### src/hdl/spd_pkg.sv
// shared types, codes and constants for the serial packet deframer
// no dependencies

package spd_pkg;

    localparam logic [15:0] HEADER_WORD  = 16'h1BE4;
    localparam logic [15:0] TRAILER_WORD = 16'hE41B;
    localparam logic [7:0]  REPLY_ACK    = 8'h2D;
    localparam logic [7:0]  REPLY_NAK    = 8'hA5;
    localparam logic [7:0]  REPLY_NONE   = 8'h00;

    // parser phase codes
    localparam logic [3:0] PH_HDR_LO = 4'd0;
    localparam logic [3:0] PH_HDR_HI = 4'd1;
    localparam logic [3:0] PH_LEN_LO = 4'd2;
    localparam logic [3:0] PH_LEN_HI = 4'd3;
    localparam logic [3:0] PH_CMD_LO = 4'd4;
    localparam logic [3:0] PH_CMD_HI = 4'd5;
    localparam logic [3:0] PH_DAT_LO = 4'd6;
    localparam logic [3:0] PH_DAT_HI = 4'd7;
    localparam logic [3:0] PH_SUM_LO = 4'd8;
    localparam logic [3:0] PH_SUM_HI = 4'd9;
    localparam logic [3:0] PH_TRL_LO = 4'd10;
    localparam logic [3:0] PH_TRL_HI = 4'd11;

    // result kinds
    localparam logic KIND_DATA = 1'b0;
    localparam logic KIND_END  = 1'b1;

    // end status codes
    localparam logic [1:0] ST_OK       = 2'd0;
    localparam logic [1:0] ST_HEADER   = 2'd1;
    localparam logic [1:0] ST_CHECKSUM = 2'd2;
    localparam logic [1:0] ST_TRAILER  = 2'd3;

    typedef struct packed {
        logic [3:0]  phase;
        logic [7:0]  low_byte_hold;
        logic [15:0] length_word;
        logic [15:0] command_word;
        logic [14:0] words_seen;
        logic [15:0] running_sum;
    } spd_state_t;

    typedef struct packed {
        logic        kind;
        logic [15:0] word_value;
        logic [14:0] word_index;
        logic [15:0] packet_length;
        logic [1:0]  status;
        logic [7:0]  reply_byte;
    } spd_result_t;

endpackage

### src/hdl/spd_byte_if.sv
// valid/ready channel carrying one received byte per item
// no dependencies

interface spd_byte_if;
    logic       valid;
    logic       ready;
    logic [7:0] rx_byte;

    modport source (output valid, output rx_byte, input ready);
    modport sink   (input valid, input rx_byte, output ready);
endinterface

### src/hdl/spd_result_if.sv
// valid/ready channel carrying one deframer result item
// no dependencies

interface spd_result_if;
    logic        valid;
    logic        ready;
    logic        kind;
    logic [15:0] word_value;
    logic [14:0] word_index;
    logic [15:0] packet_length;
    logic [1:0]  status;
    logic [7:0]  reply_byte;

    modport source (output valid, output kind, output word_value, output word_index,
                    output packet_length, output status, output reply_byte,
                    input ready);
    modport sink   (input valid, input kind, input word_value, input word_index,
                    input packet_length, input status, input reply_byte,
                    output ready);
endinterface

### src/hdl/spd_parser.sv
// per-byte next-state and result logic of the packet deframer
// depends on spd_pkg

module spd_parser
    import spd_pkg::*;
(
    input  spd_state_t  cur,
    input  logic [7:0]  rx_byte,
    output spd_state_t  nxt,
    output logic        res_valid,
    output spd_result_t res
);

    logic [15:0] word;
    logic [14:0] total;
    logic [15:0] sum_next;
    logic [14:0] seen_inc;

    assign word     = {rx_byte, cur.low_byte_hold};
    assign total    = cur.length_word[15:1];
    assign sum_next = cur.running_sum + {8'd0, cur.low_byte_hold} + {8'd0, rx_byte};
    assign seen_inc = cur.words_seen + 15'd1;

    always_comb
    begin
        nxt       = cur;
        res_valid = 1'b0;
        res       = '{kind: KIND_END, word_value: 16'd0, word_index: 15'd0,
                      packet_length: cur.length_word, status: ST_OK,
                      reply_byte: REPLY_NONE};
        unique case (cur.phase)
            PH_HDR_HI:
            begin
                if (word != HEADER_WORD)
                begin
                    res_valid         = 1'b1;
                    res.packet_length = 16'd0;
                    res.status        = ST_HEADER;
                    res.reply_byte    = REPLY_NAK;
                    nxt.phase         = PH_HDR_LO;
                end
                else
                begin
                    nxt.phase = PH_LEN_LO;
                end
            end
            PH_LEN_HI:
            begin
                nxt.length_word = word;
                nxt.running_sum = 16'd0;
                nxt.phase       = PH_CMD_LO;
            end
            PH_CMD_HI:
            begin
                // sum starts from zero here, cleared by the length word
                nxt.command_word = word;
                nxt.running_sum  = sum_next;
                nxt.words_seen   = 15'd0;
                nxt.phase        = (total == 15'd0) ? PH_SUM_LO : PH_DAT_LO;
            end
            PH_DAT_HI:
            begin
                nxt.running_sum = sum_next;
                res_valid       = 1'b1;
                res.kind        = KIND_DATA;
                res.word_value  = word;
                res.word_index  = cur.words_seen;
                nxt.words_seen  = seen_inc;
                nxt.phase       = (seen_inc >= total) ? PH_SUM_LO : PH_DAT_LO;
            end
            PH_SUM_HI:
            begin
                if (word != cur.running_sum)
                begin
                    res_valid      = 1'b1;
                    res.word_value = cur.command_word;
                    res.status     = ST_CHECKSUM;
                    res.reply_byte = REPLY_NAK;
                    nxt.phase      = PH_HDR_LO;
                end
                else
                begin
                    nxt.phase = PH_TRL_LO;
                end
            end
            PH_TRL_HI:
            begin
                res_valid      = 1'b1;
                res.word_value = cur.command_word;
                if (word != TRAILER_WORD)
                begin
                    res.status     = ST_TRAILER;
                    res.reply_byte = REPLY_NAK;
                end
                else
                begin
                    res.status     = ST_OK;
                    res.reply_byte = REPLY_ACK;
                end
                nxt.phase = PH_HDR_LO;
            end
            PH_LEN_LO, PH_CMD_LO, PH_DAT_LO, PH_SUM_LO, PH_TRL_LO:
            begin
                nxt.low_byte_hold = rx_byte;
                nxt.phase         = cur.phase + 4'd1;
            end
            default:
            begin
                // header low byte, and unused codes fall back to hunting
                nxt.low_byte_hold = rx_byte;
                nxt.phase         = PH_HDR_HI;
            end
        endcase
    end

endmodule

### src/hdl/serial_packet_deframer_checksum_core.sv
// top level of the serial packet deframer with byte-sum checksum
// depends on spd_pkg, spd_byte_if, spd_result_if, spd_parser
//
//  channel  dir  payload                                              item
//  rx       in   rx_byte                                              one received byte
//  res      out  kind word_value word_index packet_length status      data word or end
//                reply_byte
//
// one byte per cycle while no result is stalled; each byte goes through the parser logic in the
// cycle it is accepted and its result, if any, lands in the result register
// rx.ready is high whenever the result register is empty or is taken this cycle
// a stalled result holds the result register and stalls input only while full
// rst_n clears the parser state to hunting a header low byte

module serial_packet_deframer_checksum_core
    import spd_pkg::*;
(
    input  logic                clk,
    input  logic                rst_n,
    spd_byte_if.sink            rx,
    spd_result_if.source        res
);

    spd_state_t  state_reg;
    spd_state_t  state_next;
    spd_result_t res_reg;
    spd_result_t res_comb;
    logic        res_valid_reg;
    logic        res_hit;
    logic        rx_fire;

    assign rx.ready = !res_valid_reg || res.ready;
    assign rx_fire  = rx.valid && rx.ready;

    spd_parser u_parser (
        .cur       (state_reg),
        .rx_byte   (rx.rx_byte),
        .nxt       (state_next),
        .res_valid (res_hit),
        .res       (res_comb)
    );

    always_ff @(posedge clk or negedge rst_n)
    begin
        if (!rst_n)
        begin
            state_reg <= '{phase: PH_HDR_LO, low_byte_hold: 8'd0, length_word: 16'd0,
                           command_word: 16'd0, words_seen: 15'd0,
                           running_sum: 16'd0};
        end
        else if (rx_fire)
        begin
            state_reg <= state_next;
        end
    end

    always_ff @(posedge clk or negedge rst_n)
    begin
        if (!rst_n)
        begin
            res_valid_reg <= 1'b0;
        end
        else if (rx.ready)
        begin
            res_valid_reg <= rx_fire && res_hit;
        end
    end

    always_ff @(posedge clk)
    begin
        if (rx_fire && res_hit)
        begin
            res_reg <= res_comb;
        end
    end

    assign res.valid         = res_valid_reg;
    assign res.kind          = res_reg.kind;
    assign res.word_value    = res_reg.word_value;
    assign res.word_index    = res_reg.word_index;
    assign res.packet_length = res_reg.packet_length;
    assign res.status        = res_reg.status;
    assign res.reply_byte    = res_reg.reply_byte;

endmodule
### src/flat_wrapper.sv
// flat-port wrapper written by rule: the top's interface ports become plain ports
module serial_packet_deframer_checksum_core_flat import spd_pkg::*;
  (clk, rst_n, rx_valid, rx_rx_byte, rx_ready, res_valid, res_kind, res_word_value, res_word_index, res_packet_length, res_status, res_reply_byte, res_ready);
  spd_byte_if rx_i ();
  spd_result_if res_i ();
  input  logic clk;
  input  logic rst_n;
  input wire logic [$bits(rx_i.valid)-1:0] rx_valid;
  input wire logic [$bits(rx_i.rx_byte)-1:0] rx_rx_byte;
  output wire logic [$bits(rx_i.ready)-1:0] rx_ready;
  output wire logic [$bits(res_i.valid)-1:0] res_valid;
  output wire logic [$bits(res_i.kind)-1:0] res_kind;
  output wire logic [$bits(res_i.word_value)-1:0] res_word_value;
  output wire logic [$bits(res_i.word_index)-1:0] res_word_index;
  output wire logic [$bits(res_i.packet_length)-1:0] res_packet_length;
  output wire logic [$bits(res_i.status)-1:0] res_status;
  output wire logic [$bits(res_i.reply_byte)-1:0] res_reply_byte;
  input wire logic [$bits(res_i.ready)-1:0] res_ready;
  assign rx_i.valid = rx_valid;
  assign rx_i.rx_byte = rx_rx_byte;
  assign rx_ready = rx_i.ready;
  assign res_valid = res_i.valid;
  assign res_kind = res_i.kind;
  assign res_word_value = res_i.word_value;
  assign res_word_index = res_i.word_index;
  assign res_packet_length = res_i.packet_length;
  assign res_status = res_i.status;
  assign res_reply_byte = res_i.reply_byte;
  assign res_i.ready = res_ready;
  serial_packet_deframer_checksum_core u_core (.clk(clk), .rst_n(rst_n), .rx(rx_i), .res(res_i));
endmodule
### config.mk
export PLATFORM = sky130hd
export DESIGN_NAME = serial_packet_deframer_checksum_core_flat
export DESIGN_NICKNAME = d
export VERILOG_FILES = /design/src/hdl/spd_pkg.sv /design/src/hdl/spd_byte_if.sv /design/src/hdl/spd_result_if.sv /design/src/hdl/spd_parser.sv /design/src/hdl/serial_packet_deframer_checksum_core.sv /design/src/flat_wrapper.sv
export SDC_FILE = /design/constraint.sdc
export NUM_CORES = 1
export LEC_CHECK = 0
export BUFFER_PORTS_ARGS = -buffer_cell sky130_fd_sc_hd__buf_4
export CAP_MARGIN = 20
export CORE_MARGIN = 2
export CORE_UTILIZATION = 45
export CTS_CLUSTER_SIZE = 20
export DETAILED_ROUTE_END_ITERATION = 16
export GPL_TIMING_DRIVEN = 0
export PLACE_DENSITY = 0.69
export SLEW_MARGIN = 20
export SYNTH_ARGS = -nofsm -noshare
export SYNTH_HDL_FRONTEND = slang
export SYNTH_HIERARCHICAL = 1
export SYNTH_SLANG_ARGS = --single-unit
### constraint.sdc
create_clock -name clk -period 5.75 [get_ports clk]
set_input_delay 0.2875 -clock clk [delete_from_list [all_inputs] [get_ports clk]]
set_output_delay 0.2875 -clock clk [all_outputs]
set_load 0.005 [all_outputs]
==> summary.log <==
[final_layout] filler instances 1455
[final_layout] Area Overhead vs Synth 18.7%
[worst_setup_path] flop-to-flop setup slack 2420 ps
[worst_setup_path] launching element type of the critical path flop
[synthesis] combinational family with the most area after synthesis multiplexers
[floorplanning] starting utilization of the core area 0.461
[routing] Initial DRT Pass Iterations 5
[routing] DRC violations left 0
[routing] Detailed Route Iter0 Violations 397
[grt] global-route wire length before repair 29100 um
[timing] share of the cycle needed by the critical path after routing 0.579
[synthesis] Synth Area per Inst 12.1 um2
[grt] vias in the first global route 5610
[worst_setup_path] source of the critical timing path u_core/state_reg[16]
[cts] latest clock arrival within the worst-skew pair 430 ps
[synthesis] number of distinct library cells after synthesis 60
[synthesis] simple-gate share of the synthesized area 0.102
[final_layout] fraction of final layout cells with drive strength greater than 1 0.329
[floorplanning] die outline height 137 um
[timing] post-route worst hold slack 153 ps
[timing] number of setup violations in the final report 0
[place] number of instances in the placed design 956
[timing] transition time at the pin with the least slew margin 756 ps
[final_layout] max reg flops 75
[grt] total overflow reported by the global router 0
[floorplanning] Horiz. Die Dim 137 um
[worst_setup_path] data required time of the critical path 6070 ps
[synthesis] number of enable flip-flop cells after synthesis 58
[cts] Num CTS Buffers 17
[worst_setup_path] CP Class flop to flop
[final_layout] multi-input combinational cell area 3970 um2
[synthesis] proportion of synthesized flip-flops having asynchronous set or reset 0.567
[synthesis] Synth Area in Compound Gates 0.0992
[worst_setup_path] cells along the critical path ha_1 > nand2_1 > nor2_1 > nand3_1 > xnor2_1 > ha_1 > a21oi_1 > o21ai_0 > a21oi_1 > o21ai_0 > a211o_1 > mux2_2
[cts] Clock Sinks 134
[synthesis] Yosys warning total 6
[worst_hold_path] path class of the lowest-slack min-delay path input pin to flop
[worst_setup_path] worst r2r src u_core/state_reg[16]
[floorplanning] I/O pin cnt 72
[worst_setup_path] peak fanout along the critical path 8
[worst_setup_path] Crit path arrival time 3650 ps
[timing] Max transition margin 0.496
[synthesis] count of mapped cells out of synthesis 656
[pwr] static power due to leakage 0.00418 uW
[routing] wire length per cell after detailed routing 18.3 um
[final_layout] final layout net count 808
[synthesis] dominant synthesized flop cell sky130_fd_sc_hd__dfrtp_1
[floorplanning] cell row count 48
[routing] Routed Wire Length 18100 um
[cts] clock edge transition at the registers on the reported setup and hold paths 60 ps
[run] Max Cap Viol 0
[worst_setup_path] library cell contributing the largest single delay on the critical path sky130_fd_sc_hd__dfrtp_1
[worst_setup_path] endpoint of the most critical setup path u_core/state_reg[74]
[place] count of input and output buffers 71
[synthesis] mux contribution to synthesized area 0.187
[place] routability-driven placement congestion ratio 0.900
[synthesis] mapped cell area 7970 um2
[grt] initial antenna violation count 0
[timing] final worst clock skew 14.2 ps
[worst_setup_path] number of cells on the worst reg-to-reg path 12
[routing] ANT nets after route 0
[synthesis] sequential element share of the synthesized area 0.457
[floorplanning] Total Die Area 18800 um2
[timing] max-slew violation count 0
[final_layout] post-route non-filler standard cell count 989
[cts] number of setup buffers added after CTS 0
[synthesis] area share of fa/ha/maj cells after synthesis 0.0791
[cts] clock tree buffer depth 2
[worst_setup_path] Reg2Reg Capture Point u_core/state_reg[74]
[pwr] total power consumption of the routed design 5120 uW
[final_layout] register cell area after layout 3640 um2
[grt] maximum number of pins on one net before global-route repair 77
[cts] Clock Tree Root sky130_fd_sc_hd__clkbuf_16
[pwr] worst vdd rail ir drop 294 uV
[timing] post-route minimum period 3330 ps
[cts] CTS H-tree depth 4
[timing] total count of hold-check failures in the final report 0
[final_layout] diodes inserted 0
[routing] total vias in the final route 5656
[timing] Highest Clock Rate 0.300 GHz
[synthesis] XOR/XNOR Fraction of Synth Area 0.0286
[worst_setup_path] maximum cell stage delay along the critical path 490 ps
[place] HPWL Detailed 13000 um
[timing] final sum of negative setup slack 0 ps
[cts] CTS tree done
[routing] detailed-route vias per instance 5.72
[status] outcome finished, final reports clean
[pwr] power density normalized to cell area 542 nW/um2
[grt] total track usage 0.204
[timing] setup repair after global routing missed its margin no
[floorplanning] core box area 17300 um2
[synthesis] Synth Register Bits 134
[worst_setup_path] capturing element type of the critical path flop
## how the worst min path moves through the flow
stage / startpoint / end / slack [ps] / depth (start not counted)
after floorplan: rst_n / u_core/res.valid / -8 / 0
final: res_ready / u_core/res.valid / 150 / 3
after CTS: rst_n / u_core/state_reg[13] / 70 / 1
after global routing: res_ready / u_core/res.valid / 150 / 3
after detailed placement: u_core/state_reg[74] / u_core/state_reg[74] / 490 / 1
after global placement: u_core/state_reg[74] / u_core/state_reg[74] / 490 / 1
## layout make-up
cell class | count | area share
Timing Repair Buffer | 74 | 0.0620
Sequential cell | 134 | 0.385
Clock inverter | 15 | 0.0192
Inverter | 26 | 0.0103
Clock buffer | 17 | 0.0450
Multi-Input combinational cell | 461 | 0.420
Tap cell | 225 | 0.0298
Buffer | 37 | 0.0288
## metrics by stage
step | setup WS, ps | instance area (um2) | utilization
floorplan | 1250 | 7980 | -
global placement | 87.6 | 8790 | 0.508
detailed placement | 2490 | 8840 | 0.511
CTS | 2480 | 9450 | 0.546
global route | 2200 | 9460 | 0.547
finish | 2420 | 9460 | 0.547
## cell usage after synthesis (all sizes together) (2+ instances only)
master,instances,share of area
mux2,110,0.18
dfrtp,76,0.24
nand2,59,0.028
edfxtp,58,0.22
ha,36,0.057
o21ai,32,0.021
inv,26,0.012
a22o,23,0.025
buf,22,0.027
a21oi,21,0.014
a31oi,19,0.015
nand3,19,0.012
nor2,18,0.0088
xnor2,18,0.020
and3,15,0.012
clkbuf,15,0.0071
fa,9,0.023
xor2,8,0.0088
nor4,7,0.0074
mux2i,6,0.0075
nor2b,6,0.0057
nand4,5,0.0039
and2,4,0.0031
nor3,4,0.0031
o211ai,4,0.0038
o31ai,4,0.0038
nand2b,3,0.0033
nor4b,3,0.0033
nor4bb,3,0.0038
o22ai,3,0.0024
a21o,2,0.0019
and4b,2,0.0025
nor3b,2,0.0025
## routing by layer
| layer | GRT usage | routed length (um) | vias to the layer above |
|---|---|---|---|
| met3 | 0.0519 | 976 | 37 |
| li1 | - | - | 2604 |
| met2 | 0.324 | 8750 | 192 |
| met1 | 0.268 | 7990 | 2823 |
| met4 | 0.0802 | 414 | 0 |
| met5 | 0 | 0 | - |
## cell usage in the layout (no fill, tap or decap), drive strengths merged, types with 4 or more instances in the layout
| master | synthesis | final |
|---|---|---|
| o31ai | 4 | 4 |
| a21oi | 21 | 21 |
| a31oi | 19 | 19 |
| nor4 | 7 | 7 |
| inv | 26 | 27 |
| edfxtp | 58 | 58 |
| nand2 | 59 | 59 |
| clkinv | 0 | 6 |
| o21ai | 32 | 32 |
| o211ai | 4 | 4 |
| clkbuf | 15 | 32 |
| nor2 | 18 | 18 |
| fa | 9 | 9 |
| mux2 | 110 | 110 |
| ha | 36 | 36 |
| nand4 | 5 | 5 |
| and2 | 4 | 4 |
| a22o | 23 | 23 |
| nor3 | 4 | 4 |
| nor2b | 6 | 6 |
| buf | 22 | 95 |
| nand3 | 19 | 19 |
| xor2 | 8 | 8 |
| dfrtp | 76 | 76 |
| and3 | 15 | 15 |
| clkinvlp | 0 | 5 |
| mux2i | 6 | 6 |
| xnor2 | 18 | 18 |
## timing repair
| item | 4_1_cts | 5_1_grt |
|---|---|---|
| gates resized for setup | 0 | 0 |
| hold buffers | 0 | 1 |
| endpoints found under the hold margin | 0 | 76 |
## cells by family (layout without fill, tap and decap cells)
kind of cell | count (synthesis) | count (layout)
AND/OR/NAND/NOR | 153 | 153
AO/OA/AOI/OAI | 118 | 118
flip-flops | 134 | 134
buffers and inverters | 63 | 169
adder cells (fa/ha/maj) | 45 | 45
other | 1 | 3
multiplexers | 116 | 116
XOR/XNOR | 26 | 26
## where the power goes
| part | internal (uW) | switching (uW) |
|---|---|---|
| sequential | 1370 | 325 |
| combinational | 1170 | 1150 |
| clock | 682 | 428 |
## critical path, delay by kind of cell, from the launching register on
kind                     cells  cell delay (ps)
adder cells (fa/ha/maj)      2              600
XOR/XNOR                     1              300
flip-flops                   1              490
multiplexers                 1              250
AO/OA/AOI/OAI                5             1050
AND/OR/NAND/NOR              3              530
Note: power is estimated with default switching activity, not from simulation.
